### src/rtl/core/csvt_pkg.sv
// Shared constants, types and helper functions for the CSV field tokenizer.
package csvt_pkg;

  localparam logic [7:0] CH_QUOTE = 8'h22;
  localparam logic [7:0] CH_COMMA = 8'h2C;
  localparam logic [7:0] CH_LF    = 8'h0A;
  localparam logic [7:0] CH_CR    = 8'h0D;

  localparam logic [1:0] MODE_START  = 2'd0;
  localparam logic [1:0] MODE_UNQ    = 2'd1;
  localparam logic [1:0] MODE_QUOTED = 2'd2;
  localparam logic [1:0] MODE_CLOSE  = 2'd3;

  localparam logic [1:0] BOM_DONE = 2'd3;

  localparam logic [1:0] KIND_DATA   = 2'd0;
  localparam logic [1:0] KIND_FIELD  = 2'd1;
  localparam logic [1:0] KIND_RECORD = 2'd2;

  localparam int MAX_RES = 4;
  localparam int RES_IDX_W = 2;
  localparam int RES_CNT_W = 3;
  localparam int QUEUE_DEPTH = 4;
  localparam int QUEUE_PTR_W = 2;
  localparam int QUEUE_CNT_W = 3;

  typedef struct packed {
    logic [7:0] data;
    logic [1:0] kind;
  } result_t;

  // One accepted word's worth of results, oldest in slot 0.
  typedef struct packed {
    logic [RES_CNT_W-1:0]  count;
    result_t [MAX_RES-1:0] res;
  } entry_t;

  typedef struct packed {
    logic   push;
    entry_t entry;
  } push_t;

  typedef struct packed {
    logic   valid;
    entry_t entry;
  } head_t;

  function automatic logic [7:0] bom_byte(input logic [1:0] idx);
    logic [7:0] b;
    case (idx)
      2'd0:    b = 8'hEF;
      2'd1:    b = 8'hBB;
      default: b = 8'hBF;
    endcase
    return b;
  endfunction

endpackage

### src/rtl/core/csvt_ifs.sv
// Valid/ready channel interfaces for raw text words and token words.
interface csvt_in_if;
  logic       valid;
  logic       ready;
  logic [7:0] in_byte;
  logic       stream_end;

  modport source(output valid, output in_byte, output stream_end, input ready);
  modport sink(input valid, input in_byte, input stream_end, output ready);
endinterface

interface csvt_out_if;
  logic       valid;
  logic       ready;
  logic [7:0] out_byte;
  logic [1:0] kind;
  logic       last;

  modport source(output valid, output out_byte, output kind, output last, input ready);
  modport sink(input valid, input out_byte, input kind, input last, output ready);
endinterface

### src/rtl/core/csvt_front.sv
// Front end: accepts text words, tracks parse state and builds result lists.
module csvt_front (
  input  logic                  clk,
  input  logic                  rst,
  csvt_in_if.sink               text,
  input  logic                  full,
  output csvt_pkg::push_t       push
);

  logic [1:0] parse_mode;
  logic [1:0] bom_progress;
  logic       line_started;
  logic [1:0] parse_mode_next;
  logic [1:0] bom_progress_next;
  logic       line_started_next;
  csvt_pkg::entry_t entry;
  logic       accept;

  assign text.ready = !full;
  assign accept = text.valid && text.ready;

  always_comb begin
    logic [1:0] mode;
    logic [1:0] bom;
    logic       ls;
    logic [csvt_pkg::RES_CNT_W-1:0] n;
    logic       do_close;
    logic       do_parse;
    logic [7:0] b;

    mode = parse_mode;
    bom = bom_progress;
    ls = line_started;
    n = '0;
    do_close = 1'b0;
    do_parse = 1'b0;
    b = text.in_byte;
    entry.res = '0;

    if (text.stream_end) begin
      // With nothing on the line the state already sits at line start.
      do_close = line_started;
    end else if (b == csvt_pkg::CH_CR) begin
      ls = 1'b1;
    end else if (b == csvt_pkg::CH_LF) begin
      do_close = 1'b1;
    end else begin
      ls = 1'b1;
      if (bom != csvt_pkg::BOM_DONE && b == csvt_pkg::bom_byte(bom)) begin
        bom = bom + 2'd1;
      end else begin
        do_parse = 1'b1;
      end
    end

    // A partial mark is replayed as data; it can only be pending at field start.
    if (do_close || do_parse) begin
      for (int i = 0; i < 2; i++) begin
        if (bom != csvt_pkg::BOM_DONE && 2'(i) < bom) begin
          entry.res[n[csvt_pkg::RES_IDX_W-1:0]] = '{csvt_pkg::bom_byte(2'(i)),
                                                    csvt_pkg::KIND_DATA};
          n = n + 3'd1;
          mode = csvt_pkg::MODE_UNQ;
        end
      end
      bom = csvt_pkg::BOM_DONE;
    end

    if (do_parse) begin
      unique case (mode)
        csvt_pkg::MODE_START: begin
          if (b == csvt_pkg::CH_QUOTE) begin
            mode = csvt_pkg::MODE_QUOTED;
          end else if (b == csvt_pkg::CH_COMMA) begin
            entry.res[n[csvt_pkg::RES_IDX_W-1:0]] = '{8'd0, csvt_pkg::KIND_FIELD};
            n = n + 3'd1;
          end else begin
            entry.res[n[csvt_pkg::RES_IDX_W-1:0]] = '{b, csvt_pkg::KIND_DATA};
            n = n + 3'd1;
            mode = csvt_pkg::MODE_UNQ;
          end
        end
        csvt_pkg::MODE_UNQ: begin
          if (b == csvt_pkg::CH_COMMA) begin
            entry.res[n[csvt_pkg::RES_IDX_W-1:0]] = '{8'd0, csvt_pkg::KIND_FIELD};
            mode = csvt_pkg::MODE_START;
          end else begin
            entry.res[n[csvt_pkg::RES_IDX_W-1:0]] = '{b, csvt_pkg::KIND_DATA};
          end
          n = n + 3'd1;
        end
        csvt_pkg::MODE_QUOTED: begin
          if (b == csvt_pkg::CH_QUOTE) begin
            mode = csvt_pkg::MODE_CLOSE;
          end else begin
            entry.res[n[csvt_pkg::RES_IDX_W-1:0]] = '{b, csvt_pkg::KIND_DATA};
            n = n + 3'd1;
          end
        end
        default: begin
          if (b == csvt_pkg::CH_QUOTE) begin
            entry.res[n[csvt_pkg::RES_IDX_W-1:0]] = '{b, csvt_pkg::KIND_DATA};
            n = n + 3'd1;
            mode = csvt_pkg::MODE_QUOTED;
          end else if (b == csvt_pkg::CH_COMMA) begin
            entry.res[n[csvt_pkg::RES_IDX_W-1:0]] = '{8'd0, csvt_pkg::KIND_FIELD};
            n = n + 3'd1;
            mode = csvt_pkg::MODE_START;
          end else begin
            // Text right after a closing quote opens a new unquoted field.
            entry.res[n[csvt_pkg::RES_IDX_W-1:0]] = '{8'd0, csvt_pkg::KIND_FIELD};
            n = n + 3'd1;
            entry.res[n[csvt_pkg::RES_IDX_W-1:0]] = '{b, csvt_pkg::KIND_DATA};
            n = n + 3'd1;
            mode = csvt_pkg::MODE_UNQ;
          end
        end
      endcase
    end

    if (do_close) begin
      if (mode != csvt_pkg::MODE_START) begin
        entry.res[n[csvt_pkg::RES_IDX_W-1:0]] = '{8'd0, csvt_pkg::KIND_FIELD};
        n = n + 3'd1;
      end
      entry.res[n[csvt_pkg::RES_IDX_W-1:0]] = '{8'd0, csvt_pkg::KIND_RECORD};
      n = n + 3'd1;
      mode = csvt_pkg::MODE_START;
      bom = 2'd0;
      ls = 1'b0;
    end

    entry.count = n;
    parse_mode_next = mode;
    bom_progress_next = bom;
    line_started_next = ls;
  end

  assign push.push = accept && (entry.count != '0);
  assign push.entry = entry;

  always_ff @(posedge clk) begin
    if (rst) begin
      parse_mode <= csvt_pkg::MODE_START;
      bom_progress <= 2'd0;
      line_started <= 1'b0;
    end else if (accept) begin
      parse_mode <= parse_mode_next;
      bom_progress <= bom_progress_next;
      line_started <= line_started_next;
    end
  end

endmodule

### src/rtl/core/csvt_queue.sv
// Short queue of result lists between the front end and the back end.
module csvt_queue (
  input  logic             clk,
  input  logic             rst,
  input  csvt_pkg::push_t  push,
  output logic             full,
  output csvt_pkg::head_t  head,
  input  logic             pop
);

  csvt_pkg::entry_t entries [csvt_pkg::QUEUE_DEPTH];
  logic [csvt_pkg::QUEUE_PTR_W-1:0] wr_ptr;
  logic [csvt_pkg::QUEUE_PTR_W-1:0] rd_ptr;
  logic [csvt_pkg::QUEUE_CNT_W-1:0] count;
  logic do_pop;

  assign full = (count == csvt_pkg::QUEUE_CNT_W'(csvt_pkg::QUEUE_DEPTH));
  assign head.valid = (count != '0);
  assign head.entry = entries[rd_ptr];
  assign do_pop = pop && head.valid;

  always_ff @(posedge clk) begin
    if (push.push) begin
      entries[wr_ptr] <= push.entry;
    end
  end

  always_ff @(posedge clk) begin
    if (rst) begin
      wr_ptr <= '0;
      rd_ptr <= '0;
      count <= '0;
    end else begin
      if (push.push) begin
        wr_ptr <= wr_ptr + 1'b1;
      end
      if (do_pop) begin
        rd_ptr <= rd_ptr + 1'b1;
      end
      if (push.push && !do_pop) begin
        count <= count + 1'b1;
      end else if (!push.push && do_pop) begin
        count <= count - 1'b1;
      end
    end
  end

endmodule

### src/rtl/core/csvt_back.sv
// Back end: walks each result list and drives the token channel from a register.
module csvt_back (
  input  logic             clk,
  input  logic             rst,
  input  csvt_pkg::head_t  head,
  output logic             pop,
  csvt_out_if.source       token
);

  logic [csvt_pkg::RES_IDX_W-1:0] sub;
  logic       valid;
  logic [7:0] out_byte;
  logic [1:0] kind;
  logic       last;
  logic       load;
  logic       sub_last;
  csvt_pkg::result_t cur;

  assign cur = head.entry.res[sub];
  assign sub_last = ({1'b0, sub} == head.entry.count - 3'd1);
  assign load = head.valid && (!valid || token.ready);
  assign pop = load && sub_last;

  assign token.valid = valid;
  assign token.out_byte = out_byte;
  assign token.kind = kind;
  assign token.last = last;

  always_ff @(posedge clk) begin
    if (load) begin
      out_byte <= cur.data;
      kind <= cur.kind;
      last <= sub_last;
    end
  end

  always_ff @(posedge clk) begin
    if (rst) begin
      valid <= 1'b0;
      sub <= '0;
    end else begin
      if (load) begin
        valid <= 1'b1;
        sub <= sub_last ? '0 : sub + 1'b1;
      end else if (token.ready) begin
        valid <= 1'b0;
      end
    end
  end

endmodule

### src/rtl/core/csv_field_tokenizer.sv
// Top level of the CSV field tokenizer: front end, result queue and back end.
// A word's results pass through the result queue and then the output register.
// While the receiver keeps ready high, one word per cycle is taken when each word gives
// at most one result; a word with several results holds the single output register
// until they are all out. Words giving no result (CR, byte order mark bytes) emit nothing.
// Reset (synchronous, rst high) returns to line start and empties queue and output.
module csv_field_tokenizer (
  input  logic       clk,
  input  logic       rst,
  csvt_in_if.sink    text,
  csvt_out_if.source token
);

  csvt_pkg::push_t push;
  csvt_pkg::head_t head;
  logic            full;
  logic            pop;

  csvt_front u_front (
    .clk  (clk),
    .rst  (rst),
    .text (text),
    .full (full),
    .push (push)
  );

  csvt_queue u_queue (
    .clk  (clk),
    .rst  (rst),
    .push (push),
    .full (full),
    .head (head),
    .pop  (pop)
  );

  csvt_back u_back (
    .clk   (clk),
    .rst   (rst),
    .head  (head),
    .pop   (pop),
    .token (token)
  );

endmodule

### src/flat_wrapper.sv
// flat-port wrapper written by rule: the top's interface ports become plain ports
module csv_field_tokenizer_flat 
  (clk, rst, text_valid, text_in_byte, text_stream_end, text_ready, token_valid, token_out_byte, token_kind, token_last, token_ready);
  csvt_in_if text_i ();
  csvt_out_if token_i ();
  input  logic clk;
  input  logic rst;
  input wire logic [$bits(text_i.valid)-1:0] text_valid;
  input wire logic [$bits(text_i.in_byte)-1:0] text_in_byte;
  input wire logic [$bits(text_i.stream_end)-1:0] text_stream_end;
  output wire logic [$bits(text_i.ready)-1:0] text_ready;
  output wire logic [$bits(token_i.valid)-1:0] token_valid;
  output wire logic [$bits(token_i.out_byte)-1:0] token_out_byte;
  output wire logic [$bits(token_i.kind)-1:0] token_kind;
  output wire logic [$bits(token_i.last)-1:0] token_last;
  input wire logic [$bits(token_i.ready)-1:0] token_ready;
  assign text_i.valid = text_valid;
  assign text_i.in_byte = text_in_byte;
  assign text_i.stream_end = text_stream_end;
  assign text_ready = text_i.ready;
  assign token_valid = token_i.valid;
  assign token_out_byte = token_i.out_byte;
  assign token_kind = token_i.kind;
  assign token_last = token_i.last;
  assign token_i.ready = token_ready;
  csv_field_tokenizer u_core (.clk(clk), .rst(rst), .text(text_i), .token(token_i));
endmodule
### config.mk
export PLATFORM = sky130hd
export DESIGN_NAME = csv_field_tokenizer_flat
export DESIGN_NICKNAME = d
export VERILOG_FILES = /design/src/rtl/core/csvt_pkg.sv /design/src/rtl/core/csvt_ifs.sv /design/src/rtl/core/csvt_front.sv /design/src/rtl/core/csvt_queue.sv /design/src/rtl/core/csvt_back.sv /design/src/rtl/core/csv_field_tokenizer.sv /design/src/flat_wrapper.sv
export SDC_FILE = /design/constraint.sdc
export NUM_CORES = 1
export LEC_CHECK = 0
export ABC_CLOCK_PERIOD_IN_PS = 13400
export BUFFER_PORTS_ARGS = -buffer_cell sky130_fd_sc_hd__clkbuf_2
export CELL_PAD_IN_SITES_DETAIL_PLACEMENT = 0
export CELL_PAD_IN_SITES_GLOBAL_PLACEMENT = 2
export CORE_ASPECT_RATIO = 0.75
export CORE_MARGIN = 4
export CORE_UTILIZATION = 45
export DETAILED_ROUTE_END_ITERATION = 16
export PLACE_DENSITY = 0.77
export SETUP_SLACK_MARGIN = 0.5
export SLEW_MARGIN = 10
export SYNTH_ARGS = -nofsm -noshare
export SYNTH_HDL_FRONTEND = slang
export SYNTH_SLANG_ARGS = --single-unit
### constraint.sdc
create_clock -name clk -period 13.4 [get_ports clk]
set_clock_uncertainty 0.1 [all_clocks]
set_input_delay 2.68 -clock clk [delete_from_list [all_inputs] [get_ports clk]]
set_output_delay 2.68 -clock clk [all_outputs]
set_load 0.005 [all_outputs]
Yosys cells after proc, flatten, opt, wreduce, memory -nomap -nowiden. Memory sizes are Yosys's and may differ from the RTL's. A register that Yosys moved wholly into a read port is not among the register bits. Cells that the tools add are included.

Bitwise logic cells: 9. $add $sub $neg: 12. Reduce and logical (&&, ||, !) cells: 30. Eq/ne operators: 14. Order comparisons: 13. Mux-type cells: 85.

Operators with widths (count): two-way mux 40 bit (11); bitwise mux 40 bit (3); case mux 40 bit (3 select lines) (1); bitwise AND 36 bit (3); NOT 36 bit (3); demux 10 bit (select 2 bit) (5); two-way mux 10 bit (8); two-way mux 8 bit (5); two-way mux 2 bit (19); two-way mux 3 bit (12); binary-select mux 10 bit (select 2 bit) (1); adder 3 x 1 -> 3 bit (second input constant) (6); less-than comparator 2 x 3 -> 1 bit (second input constant) (6); two-way mux 1 bit (17); == test 8 x 4 -> 1 bit (second input constant) (2); == test 8 x 6 -> 1 bit (second input constant) (2); logical AND 1 bit (15); case mux 7 bit (2 select lines) (1); bitwise OR 4 bit (3); >= comparator 2 x 1 -> 1 bit (second input constant) (5); adder 2 x 1 -> 2 bit (second input constant) (4); == test 8 bit (1); case mux 2 bit (3 select lines) (1); case mux 3 bit (2 select lines) (1); other kinds (16) (28).

Memories: 1. RAM bits: 172. Register bits after elaboration: 26. Logic and storage cells: 175. Output and inout bits: 13.

Memory list: u_core.u_queue.entries (words 4, bits a word 43, rd ports 1, clocked after Yosys merged registers in 1, wr ports 1, line csvt_queue.sv:11) `csvt_pkg::entry_t entries [csvt_pkg::QUEUE_DEPTH];`.

Logic depth before layout (Yosys ltp).
Depth in word-level cells: 35. Mapped depth: 27. Gate-level depth less buffers: 26.

Cells and area by module. From an unflattened synthesis, not the netlist that was laid out.

Cell total of the unflattened synthesis: 625. Area total of the unflattened synthesis: 9447.8 µm².

Modules (own cells, without submodules): csvt_queue (seq. area each 5345.1 µm², area each 6698.9 µm², instances 1, cells an instance 269); csvt_front (seq. area each 100.1 µm², area each 1956.9 µm², instances 1, cells an instance 308); csvt_back (seq. area each 390.4 µm², area each 792.0 µm², instances 1, cells an instance 48).

Least setup slack after synthesis. OpenSTA, ideal clock, no wires.

Path type: input port to flip-flop. Start: in text_in_byte[1]. End: reg u_core.u_queue.count[2] (netlist bit). Path buffers: 2. Stages: 27. Slack: 5332 ps. Arrival time: 7898 ps. Path through: buf_4 > nor3b_1 > o2111ai_2 > nand2_1 > nor2_1 > mux2i_1 > inv_1 > ha_1 > and2_1 > inv_1 > ha_1 > buf_1 > o32ai_1 > a211o_2 > nand2_1 > ha_1 > o21a_1 > ha_1 > nand2_1 > and2_2 > a41oi_4 > ha_1 > inv_1 > fa_1 > xor2_1 > or3_1 > a21oi_1.

RTL lines: start: declaration (line flat_wrapper.sv:9) `input wire logic [$bits(text_i.in_byte)-1:0] text_in_byte;`; end signal: assignment (line csvt_queue.sv:41) `count <= count + 1'b1;`; end signal: assignment (line csvt_queue.sv:43) `count <= count - 1'b1;`; end: declaration (line csvt_queue.sv:14) `logic [csvt_pkg::QUEUE_CNT_W-1:0] count;`.

==> metrics.md <==
| Metric | Value |
|---|---|
| Worst slew pin tran | 1.04 ns |
| Final Cycle Share | 63.2% |
| Resize count post-CTS | 0 |
| WP data arrival | 8.73 ns |
| Peak Freq | 118 MHz |
| Drt pass-1 iters | 5 |
| Final core utilization | 49.8% |
| Die area | 23900 um^2 |
| Die extent in x | 177 um |
| RSZ-0062 raised after global routing | false |
| Core Area | 21100 um^2 |
| WL final | 21000 um |
| Placed Cells | 937 |
| Num CTS Buffers | 17 |
| Share of the synthesized area in the top cell type | 57.0% |
| Layout cell share with drive strength beyond 1 | 22.1% |
| Crit path max fanout | 13 |
| Slew Limit Fails | 0 |
| Hold Vio Cnt, Final | 0 |
| Via count | 5580 |
| Setup_tns | 0 ns |
| Largest net degree at the start of global routing | 44 |
| Max-cap violations | 0 |
| Endpoints failing setup | 0 |
| Largest area contributor in the netlist | edfxtp_1 |
| Post-Layout Cell Count | 967 |
| Sequential area share after synthesis | 60.5% |
| Post-synth ARST share | 0% |
| Final ANT Viol Nets | 0 |
| Initial antenna violation count | 0 |
| H-tree Lvls | 4 |
| Drt first-iter violations | 442 |
| All-layer global routing usage | 18.5% |
| First-pass GRT wire length | 33300 um |
| Leak | 3.51 nW |
| Area delta synth->final | 9.18% |
| # diodes | 0 |
| Mean Syn Cell Area | 14.7 um^2 |
| PwrDens | 162 nW/um^2 |
| Register bit count reported by yosys | 200 |
| TritonCTS clock tree | built |
| Clk pin slew, worst setup/hold paths | 0.07 ns |
| Reg area | 5840 um^2 |
| Multi-input logic area | 3500 um^2 |
| Hold Path Class | register to register |
| Post-layout min period | 8.47 ns |
| Crit Path Class | input pin to register |
| Syn Inst Count | 655 |
| Yosys warns | 0 |
| Clk root buf | clkbuf_16 |
| CP required | 13.66 ns |
| Most common cell after layout, fill and taps aside | edfxtp_1 |
| Initial Util | 45.6% |
| Synth Cell Area | 9640 um^2 |
| Synth area leaders | edfxtp_1, mux4_2, dfxtp_1 |
| Vias in the first global route | 5701 |
| Detailed placement HPWL | 13800 um |
| Placed Area | 9980 um^2 |
| # IOs | 26 |
| Clk sinks | 200 |
| Clock Latency Late Sink | 0.43 ns |
| Status | completed |
| Placement Setup Slack | 4.56 ns |
| Routed vias/inst | 5.77 |
| Die Span Y | 135 um |
| Drt drc | 0 |
| Max rail drop VDD | 0.0000970 V |
| Final net count | 708 |
| Nature of the critical path endpoint | register |
| Placer Congestion | 0.864 |
| DR WL/cell | 21.7 um |
| Worst setup margin | 4.93 ns |
| Mapped Nets | 695 |
| Number of fill cells | 1820 |
| Port-buffer cells | 25 |
| Cts hold-fix bufs | 0 |
| EDFF count, synth | 183 |
| Cell area after layout | 10500 um^2 |
| Cell row count | 46 |
| Max Root-Sink Buffers | 2 |
| Grt ovf | 0 |
| Startpoint types | input pin |
| Top_reg_cell synth | edfxtp_1 |
| Post-CTS Setup Repair Bufs | 0 |
| Synth cell types | 77 |
| Rel. slew slack | 30.4% |
| Most frequent cells in the layout | edfxtp_1, mux4_2, nand2_1, nor2_1, a21oi_1 |
[critical path: stages]
cell and delay (ns):
clkbuf_2 0.22, and3b_1 0.23, o2111ai_2 0.28, nand2_1 0.11, nor2_1 0.24, mux2i_1 0.32
inv_1 0.08, ha_1 0.28, and2_1 0.24, inv_1 0.15, ha_1 0.50, o32ai_1 0.18
a211o_2 0.38, nand2_1 0.11, ha_1 0.24, o21a_1 0.22, ha_1 0.28, nand2_1 0.04
and2_2 0.25, a41oi_4 0.32, ha_1 0.25, inv_1 0.07, fa_1 0.44, xor2_1 0.16
or3_1 0.30, a21oi_1 0.16
[power by group]
part           total [W]  switching [W]  internal [W]
registers       0.000813      0.0000321      0.000781
logic           0.000410       0.000224      0.000186
clock network   0.000478       0.000236      0.000242
total            0.00170       0.000492       0.00121
[state kept, by name (all words and copies together) (netlist names), named ones only]
signal	cells
u_core.u_queue.entries	172
u_core.u_front.bom_progress	2
u_core.u_queue.wr_ptr	2
u_core.u_back.token.valid	1
u_core.u_queue.count	3
u_core.u_back.token.last	1
u_core.u_back.token.out_byte	8
u_core.u_front.parse_mode	2
u_core.u_back.sub	2
u_core.u_front.line_started	1
u_core.u_back.token.kind	2
u_core.u_queue.rd_ptr	2
[area by class of cell]
cell class,instances,area share (%)
Clock buffer,17,4.04
Sequential cell,200,55.5
Timing Repair Buffer,33,1.76
Multi-Input combinational cell,390,33.3
Inverter,26,0.927
Clock inverter,13,1.12
Tap cell,288,3.42
[worst paths after layout]
check                                              startpoint                                     end  slack (ns)  depth (start not counted)
setup / recovery                              text_in_byte[1]    u_core.u_queue.count[2]$_SDFFE_PP0P_        4.93                         26
hold / removal         u_core.u_back.token.valid$_SDFFE_PP0P_  u_core.u_back.token.valid$_SDFFE_PP0P_        0.39                          2
setup reg to reg  u_core.u_front.bom_progress[0]$_SDFFE_PP0P_    u_core.u_queue.count[2]$_SDFFE_PP0P_        6.76                         26
hold reg to reg        u_core.u_back.token.valid$_SDFFE_PP0P_  u_core.u_back.token.valid$_SDFFE_PP0P_        0.39                          2
[stage by stage]
step                hold slack (ns)  total power (W)
CTS                           0.394          0.00172
finish                        0.386          0.00170
floorplan                     0.352          0.00112
global route                  0.430          0.00179
global placement              0.369          0.00124
detailed placement            0.383          0.00125
[kinds of logic (layout without fill, tap and decap cells)]
family | count (synthesis) | after routing | share of synthesized area [%]
AO/OA/AOI/OAI | 118 | 118 | 8.83
XOR/XNOR | 13 | 13 | 1.18
adder cells (fa/ha/maj) | 27 | 27 | 3.58
buffers and inverters | 65 | 89 | 3.19
flip-flops | 200 | 200 | 60.5
multiplexers | 60 | 60 | 13.3
AND/OR/NAND/NOR | 172 | 172 | 9.35
[synth_stat cells, types with 6 or more instances]
cell      instances
ha_1             26
nand2_1          50
xnor2_1           7
and2_1           12
inv_1            26
edfxtp_1        183
nand3_1          12
a211oi_1          7
o21ai_0          10
and2_2            6
a31oi_1          11
clkbuf_1         23
o22ai_1          10
buf_1             6
xor2_1            6
and3_1           11
mux4_2           53
nor2_1           40
dfxtp_1          17
a21oi_1          39
nor3_1            7
[routing by layer]
layer / global-route usage (%) / part of all wire (%) / vias to the layer above
met5: 0 / 0 / -
met4: 4.38 / 1.5 / 0
met2: 30.1 / 48 / 122
met3: 3.47 / 3.5 / 17
met1: 26.2 / 47 / 2871
li1: - / - / 2570
(Power assumes the default switching activity.)
